## config.mk

```make
export PLATFORM = sky130hd
export DESIGN_NAME = sgpa_term_div
export DESIGN_NICKNAME = d
export VERILOG_FILES = /design/src/design/sgpa_pkg.sv /design/src/design/sgpa_term_div.sv
export SDC_FILE = /design/constraint.sdc
export NUM_CORES = 2
export LEC_CHECK = 0
export BUFFER_PORTS_ARGS = -buffer_cell sky130_fd_sc_hd__buf_2
export CORE_ASPECT_RATIO = 1.5
export CORE_MARGIN = 2
export CORE_UTILIZATION = 35
export CTS_CLUSTER_DIAMETER = 150
export DETAILED_ROUTE_END_ITERATION = 12
export GPL_ROUTABILITY_DRIVEN = 0
export PLACE_DENSITY = 0.51
export SYNTH_ARGS = -nofsm -noshare
export SYNTH_HDL_FRONTEND = slang
export SYNTH_SLANG_ARGS = --single-unit
```

## constraint.sdc

```tcl
create_clock -name clk -period 4.7 [get_ports clk]
set_clock_uncertainty 0.2 [all_clocks]
set_input_delay 0.47 -clock clk [delete_from_list [all_inputs] [get_ports clk]]
set_output_delay 0.47 -clock clk [all_outputs]
set_load 0.005 [all_outputs]
```

## src/design/sgpa_pkg.sv

```systemverilog
// ----------------------------------------------------------------------------
// sgpa_pkg
// Shared widths, register codes and the sine table for the grating adder.
// ----------------------------------------------------------------------------
package sgpa_pkg;

  // Field and register widths
  localparam int COORD_W  = 8;
  localparam int PIX_W    = 8;
  localparam int CFG_FRAC = 8;   // fractional bits of the position registers
  localparam int LEVEL_W  = 17;  // offset and amplitude
  localparam int PERIOD_W = 20;
  localparam int PHASE_W  = 21;
  localparam int CFG_IDX_W  = 3;
  localparam int CFG_DATA_W = 21;

  // Phase divider
  localparam int DIST_W = 22;           // signed coord*256 - phase
  localparam int MAG_W  = 21;           // magnitude of that distance
  localparam int REM_W  = PERIOD_W;     // remainder is always below the period
  localparam int FRAC_W = 16;           // fraction of a turn
  localparam int DIV_LAT = 1 + MAG_W + 1 + FRAC_W;

  // Sine table
  localparam int SINE_LOG   = 10;
  localparam int SINE_DEPTH = 1 << SINE_LOG;
  localparam int SINE_W     = 16;
  localparam int SINE_RND   = 1 << (FRAC_W - SINE_LOG - 1);

  // Wave sum, Q23
  localparam int SUM_FRAC  = 23;
  localparam int OFS_SHIFT = 15;
  localparam int PROD_W    = LEVEL_W + SINE_W;
  localparam int SUM_W     = 35;

  // Register map
  typedef enum logic [CFG_IDX_W-1:0] {
    REG_OFFSET,
    REG_AMPLITUDE,
    REG_PERIOD_X,
    REG_PHASE_X,
    REG_PERIOD_Y,
    REG_PHASE_Y
  } cfg_reg_t;

  // Reset values
  localparam logic signed [LEVEL_W-1:0] OFFSET_RST    = LEVEL_W'(32768);
  localparam logic signed [LEVEL_W-1:0] AMPLITUDE_RST = LEVEL_W'(32768);
  localparam logic [PERIOD_W-1:0]       PERIOD_X_RST  = PERIOD_W'(65536);

  // Q30 constants for the table build
  localparam longint unsigned HALF_PI_Q30 = 64'd1686629713;
  localparam longint          ONE_Q30     = 64'sd1 <<< 30;

  // Reciprocals of the Taylor divisors: exact floor for dividends below 2^RCP_N
  localparam int           RCP_N   = 40;
  localparam logic [127:0] RCP_6   = ((128'd1 << (RCP_N + 3)) + 128'd5) / 128'd6;
  localparam logic [127:0] RCP_20  = ((128'd1 << (RCP_N + 5)) + 128'd19) / 128'd20;
  localparam logic [127:0] RCP_42  = ((128'd1 << (RCP_N + 6)) + 128'd41) / 128'd42;
  localparam logic [127:0] RCP_72  = ((128'd1 << (RCP_N + 7)) + 128'd71) / 128'd72;
  localparam logic [127:0] RCP_110 = ((128'd1 << (RCP_N + 7)) + 128'd109) / 128'd110;

  typedef logic signed [SINE_W-1:0] sine_lut_t [SINE_DEPTH];

  // sin(pi/2 * u), u and result in Q30, Taylor series up to x^11
  function automatic longint quarter_sine(longint u);
    longint unsigned x;
    longint unsigned x2;
    longint unsigned term;
    longint          acc;
    logic [127:0]    rcp;
    int              sh;
    x    = (longint'(u) * HALF_PI_Q30) >> 30;
    x2   = (x * x) >> 30;
    term = x;
    acc  = longint'(x);
    for (int k = 1; k <= 5; k++) begin
      term = (term * x2) >> 30;
      // divide by (2k)(2k+1)
      case (k)
        1: begin
          rcp = RCP_6;
          sh  = RCP_N + 3;
        end
        2: begin
          rcp = RCP_20;
          sh  = RCP_N + 5;
        end
        3: begin
          rcp = RCP_42;
          sh  = RCP_N + 6;
        end
        4: begin
          rcp = RCP_72;
          sh  = RCP_N + 7;
        end
        default: begin
          rcp = RCP_110;
          sh  = RCP_N + 7;
        end
      endcase
      term = 64'((128'(term) * rcp) >> sh);
      if (k[0]) begin
        acc = acc - longint'(term);
      end else begin
        acc = acc + longint'(term);
      end
    end
    return (acc < 0) ? 64'sd0 : acc;
  endfunction

  // One Q1.15 entry: sin(2*pi*k/SINE_DEPTH), rounded and limited
  function automatic longint sine_entry(int k);
    longint n4;
    longint q;
    longint r;
    longint u;
    longint s;
    longint v;
    n4 = 4 * longint'(k);
    q  = n4 >>> SINE_LOG;
    r  = n4 & longint'(SINE_DEPTH - 1);
    u  = (r <<< 30) >>> SINE_LOG;
    if (q[0]) begin
      u = ONE_Q30 - u;
    end
    s = quarter_sine(u);
    v = (s + (64'sd1 <<< 14)) >>> 15;
    if (v > 32767) begin
      v = 32767;
    end
    return q[1] ? -v : v;
  endfunction

  function automatic sine_lut_t build_sine_lut();
    sine_lut_t lut;
    for (int k = 0; k < SINE_DEPTH; k++) begin
      lut[k] = SINE_W'(sine_entry(k));
    end
    return lut;
  endfunction

  localparam sine_lut_t SINE_LUT = build_sine_lut();

endpackage

```

## src/design/sgpa_term_div.sv

```systemverilog
// ----------------------------------------------------------------------------
// sgpa_term_div
// Pipelined phase term: fraction of a turn of (coord*256 - phase) / period.
// One restoring step per stage: remainder first, then 16 fraction bits.
// ----------------------------------------------------------------------------
module sgpa_term_div (
  input  logic                                 clk,
  input  logic                                 ce,
  input  logic [sgpa_pkg::COORD_W-1:0]         coord,
  input  logic [sgpa_pkg::PERIOD_W-1:0]        period,
  input  logic signed [sgpa_pkg::PHASE_W-1:0]  phase,
  output logic [sgpa_pkg::FRAC_W-1:0]          frac
);
  import sgpa_pkg::*;

  logic signed [DIST_W-1:0] delta;
  logic [DIST_W-1:0]        delta_neg;
  logic [MAG_W-1:0]         mag;

  logic [MAG_W-1:0] dvd_r  [MAG_W];
  logic [REM_W-1:0] rem_r  [MAG_W+1];
  logic             neg_r  [MAG_W+1];
  logic [REM_W-1:0] frem_r [FRAC_W+1];
  logic [FRAC_W-1:0] q_r   [FRAC_W+1];

  // Distance in 1/256 pixel and its magnitude
  always_comb begin
    delta = $signed({{(DIST_W-COORD_W-CFG_FRAC){1'b0}}, coord, {CFG_FRAC{1'b0}}})
          - $signed({{(DIST_W-PHASE_W){phase[PHASE_W-1]}}, phase});
    delta_neg = -delta;
    mag = delta[DIST_W-1] ? delta_neg[MAG_W-1:0] : delta[MAG_W-1:0];
  end

  // Load stage
  always_ff @(posedge clk) begin
    if (ce) begin
      dvd_r[0] <= mag;
      rem_r[0] <= '0;
      neg_r[0] <= delta[DIST_W-1];
    end
  end

  // Remainder stages, dividend MSB first
  for (genvar s = 1; s <= MAG_W; s++) begin : g_rem
    logic [REM_W:0] trial;
    logic [REM_W:0] diff;
    logic           ge;
    assign trial = {rem_r[s-1], dvd_r[s-1][MAG_W-1]};
    assign diff  = trial - {1'b0, period};
    assign ge    = (trial >= {1'b0, period});

    always_ff @(posedge clk) begin
      if (ce) begin
        rem_r[s] <= ge ? diff[REM_W-1:0] : trial[REM_W-1:0];
        neg_r[s] <= neg_r[s-1];
      end
    end

    if (s < MAG_W) begin : g_shift
      always_ff @(posedge clk) begin
        if (ce) begin
          dvd_r[s] <= {dvd_r[s-1][MAG_W-2:0], 1'b0};
        end
      end
    end
  end

  // Floor modulo: a negative distance with a remainder folds back
  always_ff @(posedge clk) begin
    if (ce) begin
      frem_r[0] <= (neg_r[MAG_W] && (rem_r[MAG_W] != '0)) ? period - rem_r[MAG_W]
                                                            : rem_r[MAG_W];
      q_r[0]    <= '0;
    end
  end

  // Fraction stages: one quotient bit each
  for (genvar f = 1; f <= FRAC_W; f++) begin : g_frac
    logic [REM_W:0] trial;
    logic [REM_W:0] diff;
    logic           ge;
    assign trial = {frem_r[f-1], 1'b0};
    assign diff  = trial - {1'b0, period};
    assign ge    = (trial >= {1'b0, period});

    always_ff @(posedge clk) begin
      if (ce) begin
        frem_r[f] <= ge ? diff[REM_W-1:0] : trial[REM_W-1:0];
        q_r[f]    <= {q_r[f-1][FRAC_W-2:0], ge};
      end
    end
  end

  // A zero period contributes nothing
  assign frac = (period == '0) ? '0 : q_r[FRAC_W];

endmodule

```

## After elaboration in Yosys (flattened, before gate mapping)

Memory sizes are Yosys's and may differ from the RTL's.
Cells that the tools add are included.

- Word-level logic and storage cells: 127
- Bits in writable memories: 1,515
- Memories: 5
- Input port bits: 51
- Output and inout bits: 16
- Register bits after elaboration: 0

- Reductions and logical operators: 3
- Multiplexer cells: 42
- Add/subtract/negate cells: 40
- $lt $le $gt $ge: 37

Memory list:

| name | words | width | read ports | clocked after memory_dff | write ports | line | RTL |
|---|---|---|---|---|---|---|---|
| dvd_r | 21 | 21 | 21 | 0 | 21 | sgpa_term_div.sv:20 | `logic [MAG_W-1:0] dvd_r [MAG_W];` |
| rem_r | 22 | 20 | 22 | 0 | 22 | sgpa_term_div.sv:21 | `logic [REM_W-1:0] rem_r [MAG_W+1];` |
| frem_r | 17 | 20 | 16 | 0 | 17 | sgpa_term_div.sv:23 | `logic [REM_W-1:0] frem_r [FRAC_W+1];` |
| q_r | 17 | 16 | 17 | 0 | 17 | sgpa_term_div.sv:24 | `logic [FRAC_W-1:0] q_r [FRAC_W+1];` |
| neg_r | 22 | 1 | 22 | 0 | 22 | sgpa_term_div.sv:22 | `logic neg_r [MAG_W+1];` |

Operator list:

| cell | count |
|---|---|
| $ge A21 B20 Y1 | 37 |
| $mux W20 | 38 |
| $sub A20 B20 Y20 | 38 |
| $sub A17 B21 Y22 | 1 |
| $mux W21 | 1 |
| $neg A21 Y21 | 1 |
| $logic_not A20 Y1 | 1 |
| $reduce_bool A20 Y1 | 1 |
| $mux W16 | 1 |
| $mux W1 | 2 |
| $logic_and A1 B1 Y1 | 1 |

## Logic depth before layout (Yosys ltp)

An unclocked memory read counts as a cell.

- Depth in word-level cells: 4
- Mapped depth: 14

## Worst setup path after synthesis

No wires, ideal clock.

- Kind: input -> register
- Start: input period[1] (netlist name)
- End: memory rem_r[0][91] (netlist name), data pin
- Data arrival time: 3.726 ns
- Stages on the path: 11
- Data required time: 4.240 ns
- Library setup time: 0.260 ns
- Setup slack: 0.514 ns
- Cell sequence: inv_1 ha_1 nor2b_1 o31a_1 o31a_1 o221ai_1 a31oi_1 a221o_1 o32ai_4 buf_4 mux2_2

RTL lines:

| item | line | RTL |
|---|---|---|
| start: declaration | sgpa_term_div.sv:10 | `input logic [sgpa_pkg::PERIOD_W-1:0] period,` |
| end: declaration | sgpa_term_div.sv:21 |  |

==> metrics.cfg <==
[sta]
finalHoldViolations=0
worst_slew_pin_slew_ps=1190
max_freq_mhz=247
finalSetupTns_ps=0
relSlewSlack=0.209
fin_crit_ps=4050
report.final.slew_viol_count=0
setup_viol=0
fin_crit_sh=0.862
rsz0062_at_grt=no

[synthesis]
ys_async_sr_fraction=0
netlist_instances=7106
synth_common_cells=edfxtp_1, ha_1, a21oi_1
synth_top_family_by_area=compound AO/OA/AOI/OAI gates
synth_nets=7943
synth_compound_area_frac=0.160
synth_cell_types=101
yosysMostFrequentCell=edfxtp_1
syn_avg_cell_area_sq_um=10.9
synth_edf_count=1129
ys_warn_count=0
synthSimpleGateAreaFrac=0.114
synth_top_area_frac=0.436
synth-seq-cells=1129
syn-cell-area_sq_um=77700
synth_flop_cell=edfxtp_1
synthAdderAreaFrac=0.130
synth_seq_area_share=0.436
synthXorXnorAreaFrac=0.0613
muxShareOfSynthArea=0.0767
synth_area_leaders=edfxtp_1, ha_1, mux2_2, xnor2_1, a21oi_1
synth_top_area_cell=edfxtp_1

[routing]
viasPerCell=5.47
wire_per_inst_microns=20.4
drt_iter0_markers=2836
first_pass_iters=6
wl_mm=211
ant_nets=0
drc=0
route.vias.total=56600

[global_routing]
antenna_found_initial=4
grt_pass1_vias=58320
grt_max_degree=127
grt_pass1_wl_mm=324
grt-ovfl-total=0
grtUsageTotal=0.183

[finish]
area_growth_pct=12.3
fin_area_sq_um=87300
fin_cells=10347
drive_gt1_frac=0.138
fin_nets=8212

[critical_path]
arrival_ps=4360
cp-end-kind=flip-flop
rrSetupSlack_ps=670
rr_worst_depth=7
path_class=input port to flip-flop
start_kind=input port
cp_common_cell=dlygate4sd3_1
r2r_start=rem_r[0][91]$_DFFE_PP_
path_buf_inv=5
crit_chain=dlygate4sd3_1 > buf_2 > inv_1 > ha_1 > nor3b_1 > buf_4 > mux2i_1 > o22a_1 > nor3_1 > nand4bb_1 > o2bb2ai_1 > xor2_1 > dlygate4sd3_1
crit_slowest_cell=nor3_1
critPathMaxStageDelay_ps=570
crit_family=buffers and inverters
critPathLaunch=phase[0]
required_ps=5010
reg2reg_to=rem_r[0][110]$_DFFE_PP_
crit_path_max_fanout=10

[clocking]
h-tree-depth=3
tritoncts=built
clock-sinks=1129
clkLatencyLatePin_ps=770
ctsHoldBuffers=9
cts_made_buffers=119
clockRootBuffer=clkbuf_16
cts_setup_buffers=0
cts_buffer_depth=3
clk_pin_slew_worst_paths_ps=60
cts.repair.resized=0

[pwr]
power.density_nw_per_um2=716
p_comb_frac=0.536
p_sw_frac=0.386
ir_worst_vdd_uv=356
p_seq_frac=0.305
clkPwrFrac=0.159
power_switching_mw=24.1
p_leak_nw=34.3
internal_power_mw=38.4

[placement]
io_buffers=66
hpwl_mm=157
post-place-cells=10120
postPlaceCellArea_sq_um=83200

[die]
core_area_sq_um=220000
die_area_sq_um=226000
die_x_microns=389
die_h_microns=581
initial_utilization=0.352
rows=211
io_pins=67

[run]
maxCapViolations=0

[hold_path]
min_to=dvd_r[0][16]$_DFFE_PP_
worstHoldStart=phase[16]
hold_path_depth=3
min_path_type=input port to flip-flop

[run_status]
outcome=finished clean

-- layout by cell type (no fill, tap or decap), drive strengths merged, types with 28 or more instances in the layout --
master / netlist / layout
o211ai: 45 / 45
a21boi: 32 / 32
clkbuf: 62 / 137
and4: 28 / 28
and2: 73 / 73
nor2b: 131 / 131
inv: 302 / 304
clkinv: 0 / 49
edfxtp: 1129 / 1129
ha: 750 / 750
nand4: 90 / 90
nor2: 509 / 509
fa: 36 / 36
nand2b: 66 / 66
nor3: 133 / 133
xnor2: 356 / 356
nand2: 388 / 388
mux2i: 60 / 60
nand3: 138 / 138
or3: 50 / 50
buf: 53 / 255
o31a: 39 / 39
o21a: 130 / 130
o21bai: 48 / 48
o21ai: 354 / 354
a31oi: 71 / 71
and3: 58 / 58
or2: 40 / 40
mux2: 473 / 473
a21oi: 563 / 563
a211oi: 45 / 45
o31ai: 49 / 49
xor2: 188 / 188
a21o: 236 / 236
nor4: 36 / 36
-- through the flow --
step / total power [mW] / setup WS [ps] / hold WS, ps / utilization
2_1_floorplan: 43.9 / 514 / 200 / -
3_3_place_gp: 52.2 / 327 / 200 / 0.377
3_5_place_dp: 52.5 / 259 / 205 / 0.377
4_1_cts: 63.0 / 657 / 34.6 / 0.396
5_1_grt: 67.3 / 420 / 73.0 / 0.396
6_report: 62.5 / 647 / 76.0 / 0.396
-- cell type report --
cell class / instances / area [sq um]
fillers: 21079 / 133000
multi-input cells: 5559 / 42200
flip-flops and latches: 1129 / 33900
well taps: 2875 / 3600
clock buffers: 137 / 3110
repair buffers: 264 / 2410
inverters: 302 / 1130
clock inverters: 80 / 902
diodes: 1 / 2.50
-- metal layers --
metal	global-route usage	vias to the layer above	wire (microns)
li1	-	27660	-
met1	0.197	27449	80900
met2	0.353	1054	113000
met3	0.0180	437	6350
met4	0.0851	0	10400
met5	0	-	0
-- power by group through the flow --
stage               logic (mW)  clock network (mW)  registers [mW]
floorplan                 26.0                   0            18.0
global placement          32.9                   0            19.3
detailed placement        33.3                   0            19.2
CTS                       33.6                10.3            19.1
global route              37.3                10.6            19.4
finish                    33.5                9.93            19.1
-- kinds of logic (layout without fill, tap and decap cells) --
kind of cell | after synthesis | count (layout)
xor gates and xnor gates | 544 | 544
adders and majority gates | 786 | 786
AOI/OAI and AO/OA | 1895 | 1895
DFF | 1129 | 1129
other | 0 | 1
buffers and inverters | 418 | 783
muxes | 533 | 533
and+or+nand+nor | 1801 | 1801
-- state kept, by name (all words and copies together) (netlist names) --
signal / cells
rem_r: 420
frem_r: 320
dvd_r: 231
q_r: 136
neg_r: 22
-- worst min-delay path: cells and delay by family --
| family | cells | cell delay (ps) |
|---|---|---|
| xor gates and xnor gates | 2 | 280 |
| buffers and inverters | 1 | 150 |
-- how the worst max path moves through the flow --
stage	end	slack, ps	cells after the start
6_report	dvd_r[0][20]$_DFFE_PP_	650	13
5_1_grt	dvd_r[0][20]$_DFFE_PP_	420	14
4_1_cts	dvd_r[0][20]$_DFFE_PP_	660	13
3_5_place_dp	frem_r[0][205]$_DFFE_PP_	260	13
3_3_place_gp	rem_r[2][22]$_DFFE_PP_	330	11
2_1_floorplan	rem_r[0][91]$_DFFE_PP_	510	11
(Power assumes the default switching activity.)
